--- config.mk ---
export PLATFORM = sky130hd
export DESIGN_NAME = lpsb_map
export DESIGN_NICKNAME = d
export VERILOG_FILES = /design/src/hw/rtl/lpsb_pkg.sv /design/src/hw/rtl/lpsb_map.sv
export SDC_FILE = /design/constraint.sdc
export NUM_CORES = 1
export LEC_CHECK = 0
export ABC_AREA = 1
export BUFFER_PORTS_ARGS = -buffer_cell sky130_fd_sc_hd__buf_2
export CORE_ASPECT_RATIO = 1.75
export CORE_MARGIN = 4
export CORE_UTILIZATION = 62
export DETAILED_ROUTE_END_ITERATION = 7
export PLACE_DENSITY = 0.95
export SLEW_MARGIN = 20
export SYNTH_ARGS = -nofsm -noshare
export SYNTH_HDL_FRONTEND = slang
export SYNTH_SLANG_ARGS = --single-unit
--- constraint.sdc ---
create_clock -name vclk -period 9.67
set_input_delay 0.967 -clock vclk [all_inputs]
set_output_delay 0.967 -clock vclk [all_outputs]
set_load 0.1 [all_outputs]
--- src/hw/rtl/lpsb_pkg.sv ---
`default_nettype none

package lpsb_pkg;

    // Capacity limits of the design
    localparam int MAX_PANELS_DEFAULT = 16;
    localparam int ADDR_MAX_W         = 12;   // enough for 64 * 64 scan bytes

    // Configuration register file
    localparam int CFG_INDEX_W = 2;
    localparam int CFG_DATA_W  = 5;

    typedef enum logic [CFG_INDEX_W-1:0] {
        CFG_PANELS_ACROSS = 2'd0,
        CFG_PANELS_DOWN   = 2'd1,
        CFG_SERPENTINE    = 2'd2
    } lpsb_cfg_index_t;

    // Operation codes carried in the mode field
    localparam logic MODE_WRITE = 1'b0;
    localparam logic MODE_READ  = 1'b1;

    // Mapping result handed from the address mapper to the store
    typedef struct packed {
        logic                  wr_ok;    // write lands inside the display
        logic                  rd_ok;    // read lies inside the stream
        logic [2:0]            bit_sel;  // bit position within the scan byte
        logic [ADDR_MAX_W-1:0] addr;     // scan byte address
    } lpsb_map_t;

endpackage

`default_nettype wire

--- src/hw/rtl/lpsb_map.sv ---
`default_nettype none

module lpsb_map #(
    parameter int MAX_PANELS = lpsb_pkg::MAX_PANELS_DEFAULT
) (
    input  logic [lpsb_pkg::CFG_DATA_W-1:0] panels_across,
    input  logic [lpsb_pkg::CFG_DATA_W-1:0] panels_down,
    input  logic                            serpentine,
    input  logic                            mode,
    input  logic [8:0]                      pixel_x,
    input  logic [7:0]                      pixel_y,
    input  logic [1:0]                      scan_phase,
    input  logic [7:0]                      byte_index,
    output lpsb_pkg::lpsb_map_t             map
);

    import lpsb_pkg::*;

    localparam int PHASE_STRIDE = 16 * MAX_PANELS;

    function automatic logic [4:0] clamp_panels(input logic [4:0] v);
        logic [4:0] r;
        if (v == 5'd0)
        begin
            r = 5'd1;
        end
        else if (v > 5'd16)
        begin
            r = 5'd16;
        end
        else
        begin
            r = v;
        end
        return r;
    endfunction

    logic [4:0]            pa;
    logic [4:0]            pd;
    logic [3:0]            px;
    logic [3:0]            py;
    logic [4:0]            lx;
    logic [3:0]            ly;
    logic                  mirror;
    logic                  in_display;
    logic [4:0]            px_chain;
    logic [8:0]            panel;
    logic                  panel_ok;
    logic [3:0]            byte_in_panel;
    logic [ADDR_MAX_W-1:0] phase_base_w;
    logic [ADDR_MAX_W-1:0] addr_w;
    logic [9:0]            total;
    logic [9:0]            total_c;
    logic [13:0]           stream_len;
    logic                  rd_in;
    logic [ADDR_MAX_W-1:0] addr_r;

    always_comb
    begin
        pa = clamp_panels(panels_across);
        pd = clamp_panels(panels_down);

        // write path: panel, then phase / byte / bit inside the panel
        px         = pixel_x[8:5];
        py         = pixel_y[7:4];
        ly         = pixel_y[3:0];
        in_display = ({1'b0, px} < pa) && ({1'b0, py} < pd);
        mirror     = serpentine & py[0];
        px_chain   = mirror ? (pa - 5'd1 - {1'b0, px}) : {1'b0, px};
        lx         = mirror ? ~pixel_x[4:0] : pixel_x[4:0];   // 31 - lx
        panel      = ({5'd0, py} * {4'd0, pa}) + {4'd0, px_chain};
        panel_ok   = panel < 9'(MAX_PANELS);

        // quarter scan: the bottom row group (rows 12..15) comes first in the byte order
        byte_in_panel = {lx[4:3], ~ly[3:2]};
        phase_base_w  = ADDR_MAX_W'({10'd0, ly[1:0]} * 12'(PHASE_STRIDE));
        addr_w        = phase_base_w + ADDR_MAX_W'({panel, 4'd0})
                        + ADDR_MAX_W'(byte_in_panel);

        // read path: stream length limited by store capacity
        total      = {5'd0, pa} * {5'd0, pd};
        total_c    = (total > 10'(MAX_PANELS)) ? 10'(MAX_PANELS) : total;
        stream_len = {total_c, 4'd0};
        rd_in      = {6'd0, byte_index} < stream_len;
        addr_r     = ADDR_MAX_W'({10'd0, scan_phase} * 12'(PHASE_STRIDE))
                     + ADDR_MAX_W'(byte_index);

        map.wr_ok   = (mode == MODE_WRITE) && in_display && panel_ok;
        map.rd_ok   = (mode == MODE_READ) && rd_in;
        map.bit_sel = ~lx[2:0];
        map.addr    = (mode == MODE_READ) ? addr_r : addr_w;
    end

endmodule

`default_nettype wire

==> results of run 1 <==
## worst paths after layout
kind | from | end | slack [ns]
worst max-delay path | panels_across[4] | map[15] | 2.69
worst min-delay path | pixel_x[1] | map[13] | 2.36
## layer usage
layer / track usage / vias up
li1: - / 1246
met1: 0.255 / 1127
met2: 0.537 / 70
met3: 0.0134 / 18
met4: 0.136 / 0
met5: 0 / -
## cells by family after synthesis
kind of cell             share of synthesized area
AO/OA/AOI/OAI                               0.0935
XOR/XNOR                                    0.0564
adder cells (fa/ha/maj)                      0.449
buffers and inverters                        0.118
AND/OR/NAND/NOR                              0.283
## final cells by class
type,count,area share
timing repair buffer,56,0.106
inverter,70,0.0990
tap,46,0.0217
multi-input combinational,287,0.774
## power groups by stage
| stage | Clock (mW) | Sequential (mW) | Combinational, mW |
|---|---|---|---|
| after global routing | 0 | 0 | 0.274 |
| after detailed placement | 0 | 0 | 0.247 |
| after floorplan | 0 | 0 | 0.197 |
| after CTS | 0 | 0 | 0.248 |
| after global placement | 0 | 0 | 0.239 |
| final | 0 | 0 | 0.248 |
## cells in the mapped netlist, types with 2 or more instances
library cell  number
nand2_1           96
inv_1             69
ha_1              50
nor2_1            38
fa_1              21
a21oi_1           17
nand3_1           17
o21ai_0           13
xor2_1            10
nand4_1            5
xnor2_1            5
a21o_1             4
clkbuf_1           2
nand3b_1           2
nor3_1             2
## critical path, cell delays in order
cell,delay (ns)
buf_2,0.17
inv_1,0.17
nand2_1,0.21
inv_1,0.21
nand2_1,0.10
fa_1,0.50
fa_1,0.52
fa_1,0.55
inv_1,0.05
ha_1,0.35
a21oi_1,0.18
nand2_1,0.11
xnor2_1,0.19
nand3b_1,0.11
nor3b_1,0.34
nand3_1,0.12
ha_1,0.29
nand2_1,0.07
nand2_1,0.04
nand2_1,0.05
nand2_1,0.05
nand2_1,0.05
nand2_1,0.05
a21oi_1,0.12
buf_2,0.44
## metrics by stage
step | util | hold slack [ns] | instance area, um^2 | setup slack [ns] | cells
after floorplan | - | 2.39 | 2330 | 2.00 | 360
after detailed placement | 0.731 | 2.36 | 2650 | 2.71 | 459
after global placement | 0.731 | 2.35 | 2650 | 2.89 | 459
final | 0.731 | 2.36 | 2650 | 2.69 | 459
after global routing | 0.731 | 2.37 | 2650 | 2.23 | 459
after CTS | 0.731 | 2.36 | 2650 | 2.69 | 459
==> key figures, run 1 <==
Run status
  • Status: finished clean

Power and ir drop
  • Combinational share of power: 1.000
  • Cell area power density: 93.5 nW/um^2
  • Sw Pwr: 0.181 mW
  • Clock share of power: 0
  • Power, Total: 0.248 mW
  • P_int: 0.0672 mW
  • Switch share: 0.729
  • VDD IR max: 0.000129 V
  • Flop pwr share: 0
  • Lkg Pwr: 1.75 nW

Place
  • Port Buffers: 56
  • HPWL Detailed: 5150 um
  • RePlAce Congestion: 0.902

Detailed routing
  • Starting DRT DRC Count: 70
  • DR vias/cell: 5.36
  • DR WL met3: 178 um
  • DR DRC count: 0
  • Vias: 2,461
  • Per-cell routed wire length: 12.6 um
  • M1 wire length: 2010 um
  • Max layer used: met4
  • Router iterations before antenna repair: 4
  • Total Wirelength: 5790 um
  • DR WL met2: 3370 um
  • Post-route antenna net violation count: 0

STA
  • Post-layout minimum cycle time: 6.98 ns
  • Slew Viols, Final: 0
  • Worst slew margin: 0.673
  • Period utilization: 0.721
  • Setup TNS: 0 ns
  • Max Freq: 143 MHz
  • RSZ-0062 raised after global routing: false
  • Worst Max-Slew Pin Slew: 0.494 ns
  • Final hold violation count: 0
  • Setup-failing EPs final: 0

Final layout
  • Area growth syn-to-layout: 14.0%
  • Nets: 525
  • Number of fill cells: 318
  • Leading cell types in the layout, fill and taps excluded: nand2_1, inv_1, buf_2
  • Reg area: 0 um^2
  • Seq Cell Count: 0
  • Share of layout cells above drive strength 1: 0.140
  • Antenna cells: 0
  • Area of the multi-input gates: 2050 um^2
  • Clock buffer cells: 0
  • Commonest non-fill, non-tap cell in the layout: nand2_1

Worst setup path
  • CP max FO: 12
  • Worst path arrival time: 6.01 ns
  • CP Data Required Time: 8.70 ns
  • CP Class: input port to output port
  • Worst setup EP type: output port
  • Startpoint Class: input port

Floorplanning
  • Die W: 54.3 um
  • Core Area: 3630 um^2
  • FP Rows: 29
  • Total die area: 4840 um^2
  • Die Span Y: 89.1 um
  • Initial Utilization: 0.642
  • I/O pin count: 56

Min path
  • Hold path depth: 3
  • Worst Hold Class: input port to output port

Synth
  • Synth area leader: ha_1
  • Top-area cell type share of the netlist area: 0.269
  • Largest cells by area after synthesis: ha_1, fa_1, nand2_1
  • Post-synth cell types: 24
  • Ys Warns: 0
  • Synth Area per Inst: 6.47 um^2
  • Syn_nets: 470
  • Register area share after synthesis: 0
  • Mapped cell area: 2330 um^2
  • Gate Count Post-Synth: 360

Clock tree
  • Post-CTS resize count: 0
  • Hold buffers post-CTS: 0
  • Setup Fix Bufs, Post-CTS: 0

Global route
  • GRT Overall Usage: 0.268
  • Initial antenna violation count: 0
  • Number of global-route vias before repair: 2,588
  • First-pass GRT wire length: 10,100 um
  • Grt ovf: 0
  • Largest net degree at the start of global routing: 18

Flow run
  • Max-Cap Viols: 0
No activity file was read; power rests on OpenSTA's default activity.
==> run 2: changes to the inputs <==
- ABC_AREA: 1 -> 0
- CORE_UTILIZATION: 62 -> 52
- PLACE_DENSITY: 0.95 -> 0.85
- clock period: 9.67 -> 6.4 ns (I/O delays scaled with it)
==> key figures, run 2 <==
Run status
  • Status: finished clean

Worst setup path
  • Worst-path cell chain: buf_2, nor3_2, o21ai_2, inv_2, nand2_1, fa_1, fa_1, fa_1, inv_1, ha_2, nor2b_1, o21ai_0, mux2i_1, o211ai_1, nand4_1, ha_1, a21o_1, a2111oi_2, a211oi_1, a41oi_4, buf_12
  • Worst path top cell family by delay: adder cells
  • Critical path launch point: panels_across[1]
  • Cell repeated most along the worst path: fa_1
  • Critical Path Stages: 21
  • Worst setup EP type: output port
  • Worst path bufs/invs: 4
  • CP max FO: 4
  • CP Class: input port to output port
  • Worst path arrival time: 5.49 ns
  • Crit-path slowest cell: fa_1
  • Setup crit end: map[15]
  • CP max stage delay: 0.55 ns
  • CP Data Required Time: 5.76 ns
  • Startpoint Class: input port

Floorplanning
  • Die Span Y: 97.1 um
  • FP Rows: 32
  • I/O pin count: 56
  • Die W: 58.9 um
  • Initial Utilization: 0.536
  • Core Area: 4400 um^2
  • Total die area: 5720 um^2

Synth
  • Register area share after synthesis: 0
  • Top-area cell type share of the netlist area: 0.265
  • Ys Warns: 0
  • Post-synth cell types: 51
  • Synth top cells by count: ha_1, inv_1, nand2_1
  • Gate Count Post-Synth: 300
  • Most common cell in the synthesized netlist: ha_1
  • Syn_nets: 410
  • Synth area leader: ha_1
  • Mapped cell area: 2360 um^2
  • Synth Area per Inst: 7.87 um^2
  • Largest cells by area after synthesis: ha_1, fa_1, inv_1

STA
  • Setup TNS: 0 ns
  • Worst slew margin: 0.660
  • Setup-failing EPs final: 0
  • Slew Viols, Final: 0
  • Period utilization: 0.958
  • Max Freq: 163 MHz
  • Worst Max-Slew Pin Slew: 0.509 ns
  • RSZ-0062 raised after global routing: false
  • Post-layout minimum cycle time: 6.13 ns
  • Final hold violation count: 0
  • Worst setup margin: 0.266 ns

Global route
  • Met3 Usage GRT: 0.0120
  • Grt met2 use: 0.451
  • Grt ovf: 0
  • Initial antenna violation count: 0
  • Most Used Layer, Global Route: met2
  • Number of global-route vias before repair: 2,330
  • GRT met1 Usage: 0.197
  • First-pass GRT wire length: 9790 um
  • Largest net degree at the start of global routing: 19
  • GRT Overall Usage: 0.208

Detailed routing
  • Per-cell routed wire length: 14.6 um
  • Vias: 2,278
  • Starting DRT DRC Count: 60
  • DR vias/cell: 5.58
  • Router iterations before antenna repair: 5
  • DR DRC count: 0
  • Total Wirelength: 5960 um
  • Post-route antenna net violation count: 0

Power and ir drop
  • VDD IR max: 0.000163 V
  • Lkg Pwr: 1.50 nW
  • Cell area power density: 139 nW/um^2

Final layout
  • Fin area: 2790 um^2
  • Non-filler instance count after layout: 408
  • Clock buffer cells: 0
  • Antenna cells: 0
  • Commonest non-fill, non-tap cell in the layout: buf_2
  • Seq Cell Count: 0
  • Share of layout cells above drive strength 1: 0.249
  • Area growth syn-to-layout: 18.4%
  • Nets: 469
  • Number of fill cells: 406
  • Leading cell types in the layout, fill and taps excluded: buf_2, ha_1, nand2_1, inv_1, nor2_1
  • Reg area: 0 um^2

Min path
  • Worst Hold Class: input port to output port

Place
  • Placed inst area: 2760 um^2
  • # placed instances: 407
  • RePlAce Congestion: 0.864
  • Pre-CTS WS: 0.0686 ns
  • HPWL Detailed: 5350 um
  • Port Buffers: 56

Flow run
  • Max-Cap Viols: 0

Clock tree
  • Hold buffers post-CTS: 0
run 2: cell types whose count changed after synthesis, moves of 10 or more:
cell	before	now
nor2_1	38	26
nand3_1	17	5
inv_1	69	30
o21ai_1	0	10
and2_1	0	10
nand2_1	96	30
run 2: power by group:
part           internal [mW]  leakage, nW  switching [mW]
Clock                      0            0               0
Combinational          0.120         1.50           0.270
Sequential                 0            0               0
Total                  0.120         1.50           0.270
run 2: worst min-delay path by stage:
| stage | startpoint | end | slack, ns | cells after the start |
|---|---|---|---|---|
| floorplan | mode | map[15] | 1.69 | 3 |
| global placement | pixel_y[2] | map[0] | 1.69 | 3 |
| detailed placement | pixel_y[3] | map[1] | 1.69 | 3 |
| CTS | pixel_y[3] | map[1] | 1.69 | 3 |
| global route | pixel_y[2] | map[0] | 1.70 | 3 |
| finish | pixel_y[3] | map[1] | 1.69 | 3 |
run 2: stage by stage:
stage / hold WS (ns) / power (mW) / utilization
3_5_place_dp: 1.69 / 0.387 / 0.627
2_1_floorplan: 1.69 / 0.305 / -
3_3_place_gp: 1.69 / 0.379 / 0.627
4_1_cts: 1.69 / 0.389 / 0.627
5_1_grt: 1.70 / 0.420 / 0.634
6_report: 1.69 / 0.389 / 0.634
run 2: layout make-up:
| type | instances | area (um^2) | area share |
|---|---|---|---|
| Timing Repair Buffer | 64 | 355 | 0.127 |
| Multi-Input combinational cell | 254 | 2230 | 0.798 |
| Inverter | 39 | 146 | 0.0524 |
| Tap cell | 51 | 63.8 | 0.0228 |
run 2: logic make-up after synthesis:
family,after synthesis,share of synthesized area
compound gates,58,0.177
mux,8,0.0371
buf+inv,46,0.0742
xor+xnor,14,0.0520
simple gates,103,0.216
fa+ha+maj,71,0.443
run 2: repair_timing:
item / in CTS / in global routing
endpoints found under the setup margin: 0 / 1
buffers inserted: 0 / 1
resized for setup: 0 / 6
run 2: layer usage:
metal | share of wire | vias up
met2 | 0.61 | 38
met5 | 0 | -
met3 | 0.027 | 8
met4 | 0.011 | 0
met1 | 0.35 | 1085
li1 | - | 1147
==> run 3: changes to the inputs <==
- REMOVE_ABC_BUFFERS: unset -> 1
==> key figures, run 3 (synthesized netlist as in run 2, its figures left out) <==
Global route
  • Largest net degree at the start of global routing: 19
  • Grt met2 use: 0.417
  • Met3 Usage GRT: 0.0146
  • Grt ovf: 0
  • First-pass GRT wire length: 9900 um
  • GRT Overall Usage: 0.210
  • GRT met1 Usage: 0.217
  • Most Used Layer, Global Route: met2
  • Number of global-route vias before repair: 2,311
  • Initial antenna violation count: 0

Final layout
  • Seq Cell Count: 0
  • Area growth syn-to-layout: 18.7%
  • Non-filler instance count after layout: 409
  • Number of fill cells: 396
  • Final core utilization: 0.636
  • Area of the multi-input gates: 2230 um^2
  • Reg area: 0 um^2
  • Commonest non-fill, non-tap cell in the layout: buf_2
  • Antenna cells: 0
  • Share of layout cells above drive strength 1: 0.254
  • Fin area: 2800 um^2
  • Leading cell types in the layout, fill and taps excluded: buf_2, ha_1, nand2_1, inv_1, nor2_1
  • Nets: 470
  • Clock buffer cells: 0

Min path
  • Worst Hold Class: input port to output port
  • Hold path depth: 3
  • Hold EP: map[0]
  • Hold Crit Start: pixel_y[2]

Power and ir drop
  • Power, Total: 0.386 mW
  • VDD IR max: 0.000158 V
  • Cell area power density: 138 nW/um^2
  • Lkg Pwr: 1.50 nW

Run status
  • Status: finished clean

Floorplanning
  • FP Rows: 32
  • Die Span Y: 97.1 um
  • Total die area: 5720 um^2
  • Initial Utilization: 0.536
  • I/O pin count: 56
  • Core Area: 4400 um^2
  • Die W: 58.9 um

Worst setup path
  • CP Class: input port to output port
  • Worst setup EP type: output port
  • CP Data Required Time: 5.76 ns
  • CP max FO: 6
  • Startpoint Class: input port
  • Worst path arrival time: 5.46 ns

Clock tree
  • Hold buffers post-CTS: 0

Detailed routing
  • Post-route antenna net violation count: 0
  • Router iterations before antenna repair: 4
  • Vias: 2,327
  • Starting DRT DRC Count: 83
  • DR vias/cell: 5.69
  • Total Wirelength: 5880 um
  • Per-cell routed wire length: 14.4 um
  • DR DRC count: 0

Place
  • # placed instances: 406
  • Placed inst area: 2740 um^2
  • Port Buffers: 56
  • HPWL Detailed: 5210 um
  • RePlAce Congestion: 0.945
  • Pre-CTS WS: -0.0861 ns

STA
  • Slew Viols, Final: 0
  • Max Freq: 164 MHz
  • Period utilization: 0.954
  • Minimum hold slack: 1.70 ns
  • Post-layout minimum cycle time: 6.10 ns
  • Setup TNS: 0 ns
  • Worst Max-Slew Pin Slew: 0.696 ns
  • Setup-failing EPs final: 0
  • Worst slew margin: 0.533
  • Worst setup margin: 0.297 ns
  • Final hold violation count: 0

Flow run
  • Max-Cap Viols: 0
## run 3: report_power, final
part           leakage, nW  switching [mW]  total, mW  internal (mW)
Combinational         1.50           0.268      0.386          0.119
Clock                    0               0          0              0
Sequential               0               0          0              0
Total                 1.50           0.268      0.386          0.119
## run 3: cell type report
cell class | count | area share
inverters | 39 | 0.0523
repair buffers | 65 | 0.130
multi-input cells | 254 | 0.795
well taps | 51 | 0.0228
## run 3: worst max-delay path: stages
cell and delay [ns]:
buf_2 0.11, nor3_2 0.18, o21ai_2 0.10, inv_2 0.07, nand2_1 0.07, fa_1 0.57
fa_1 0.46, fa_1 0.54, inv_1 0.04, ha_2 0.21, a211oi_2 0.27, o21ai_1 0.11
a31oi_1 0.19, xor2_1 0.29, nand4_1 0.15, ha_1 0.31, a21o_1 0.19, a2111oi_4 0.36
a211oi_2 0.13, a41oi_2 0.24, buf_12 0.21
## run 3: worst max-delay path by stage
| stage | from | to | slack [ns] | depth (start not counted) |
|---|---|---|---|---|
| final | panels_across[1] | map[15] | 0.30 | 21 |
| after global routing | panels_across[1] | map[15] | -0.02 | 21 |
| after CTS | panels_across[1] | map[15] | 0.03 | 21 |
| after detailed placement | panels_across[1] | map[15] | -0.09 | 21 |
| after global placement | panels_across[1] | map[15] | 0.16 | 21 |
| after floorplan | panels_across[1] | map[15] | -0.71 | 17 |
## run 3: per-layer routing
layer  vias to the layer above  wire (um)  part of all wire
li1                       1153          -                 -
met1                      1097       2100              0.36
met2                        57       3390              0.58
met3                        20        186             0.032
met4                         0        204             0.035
met5                         -          0                 0
## run 3: timing repair
action,in CTS,in global routing
resized for setup,1,8
pin swaps,2,6
endpoints found under the setup margin,1,1
buffers inserted,2,1
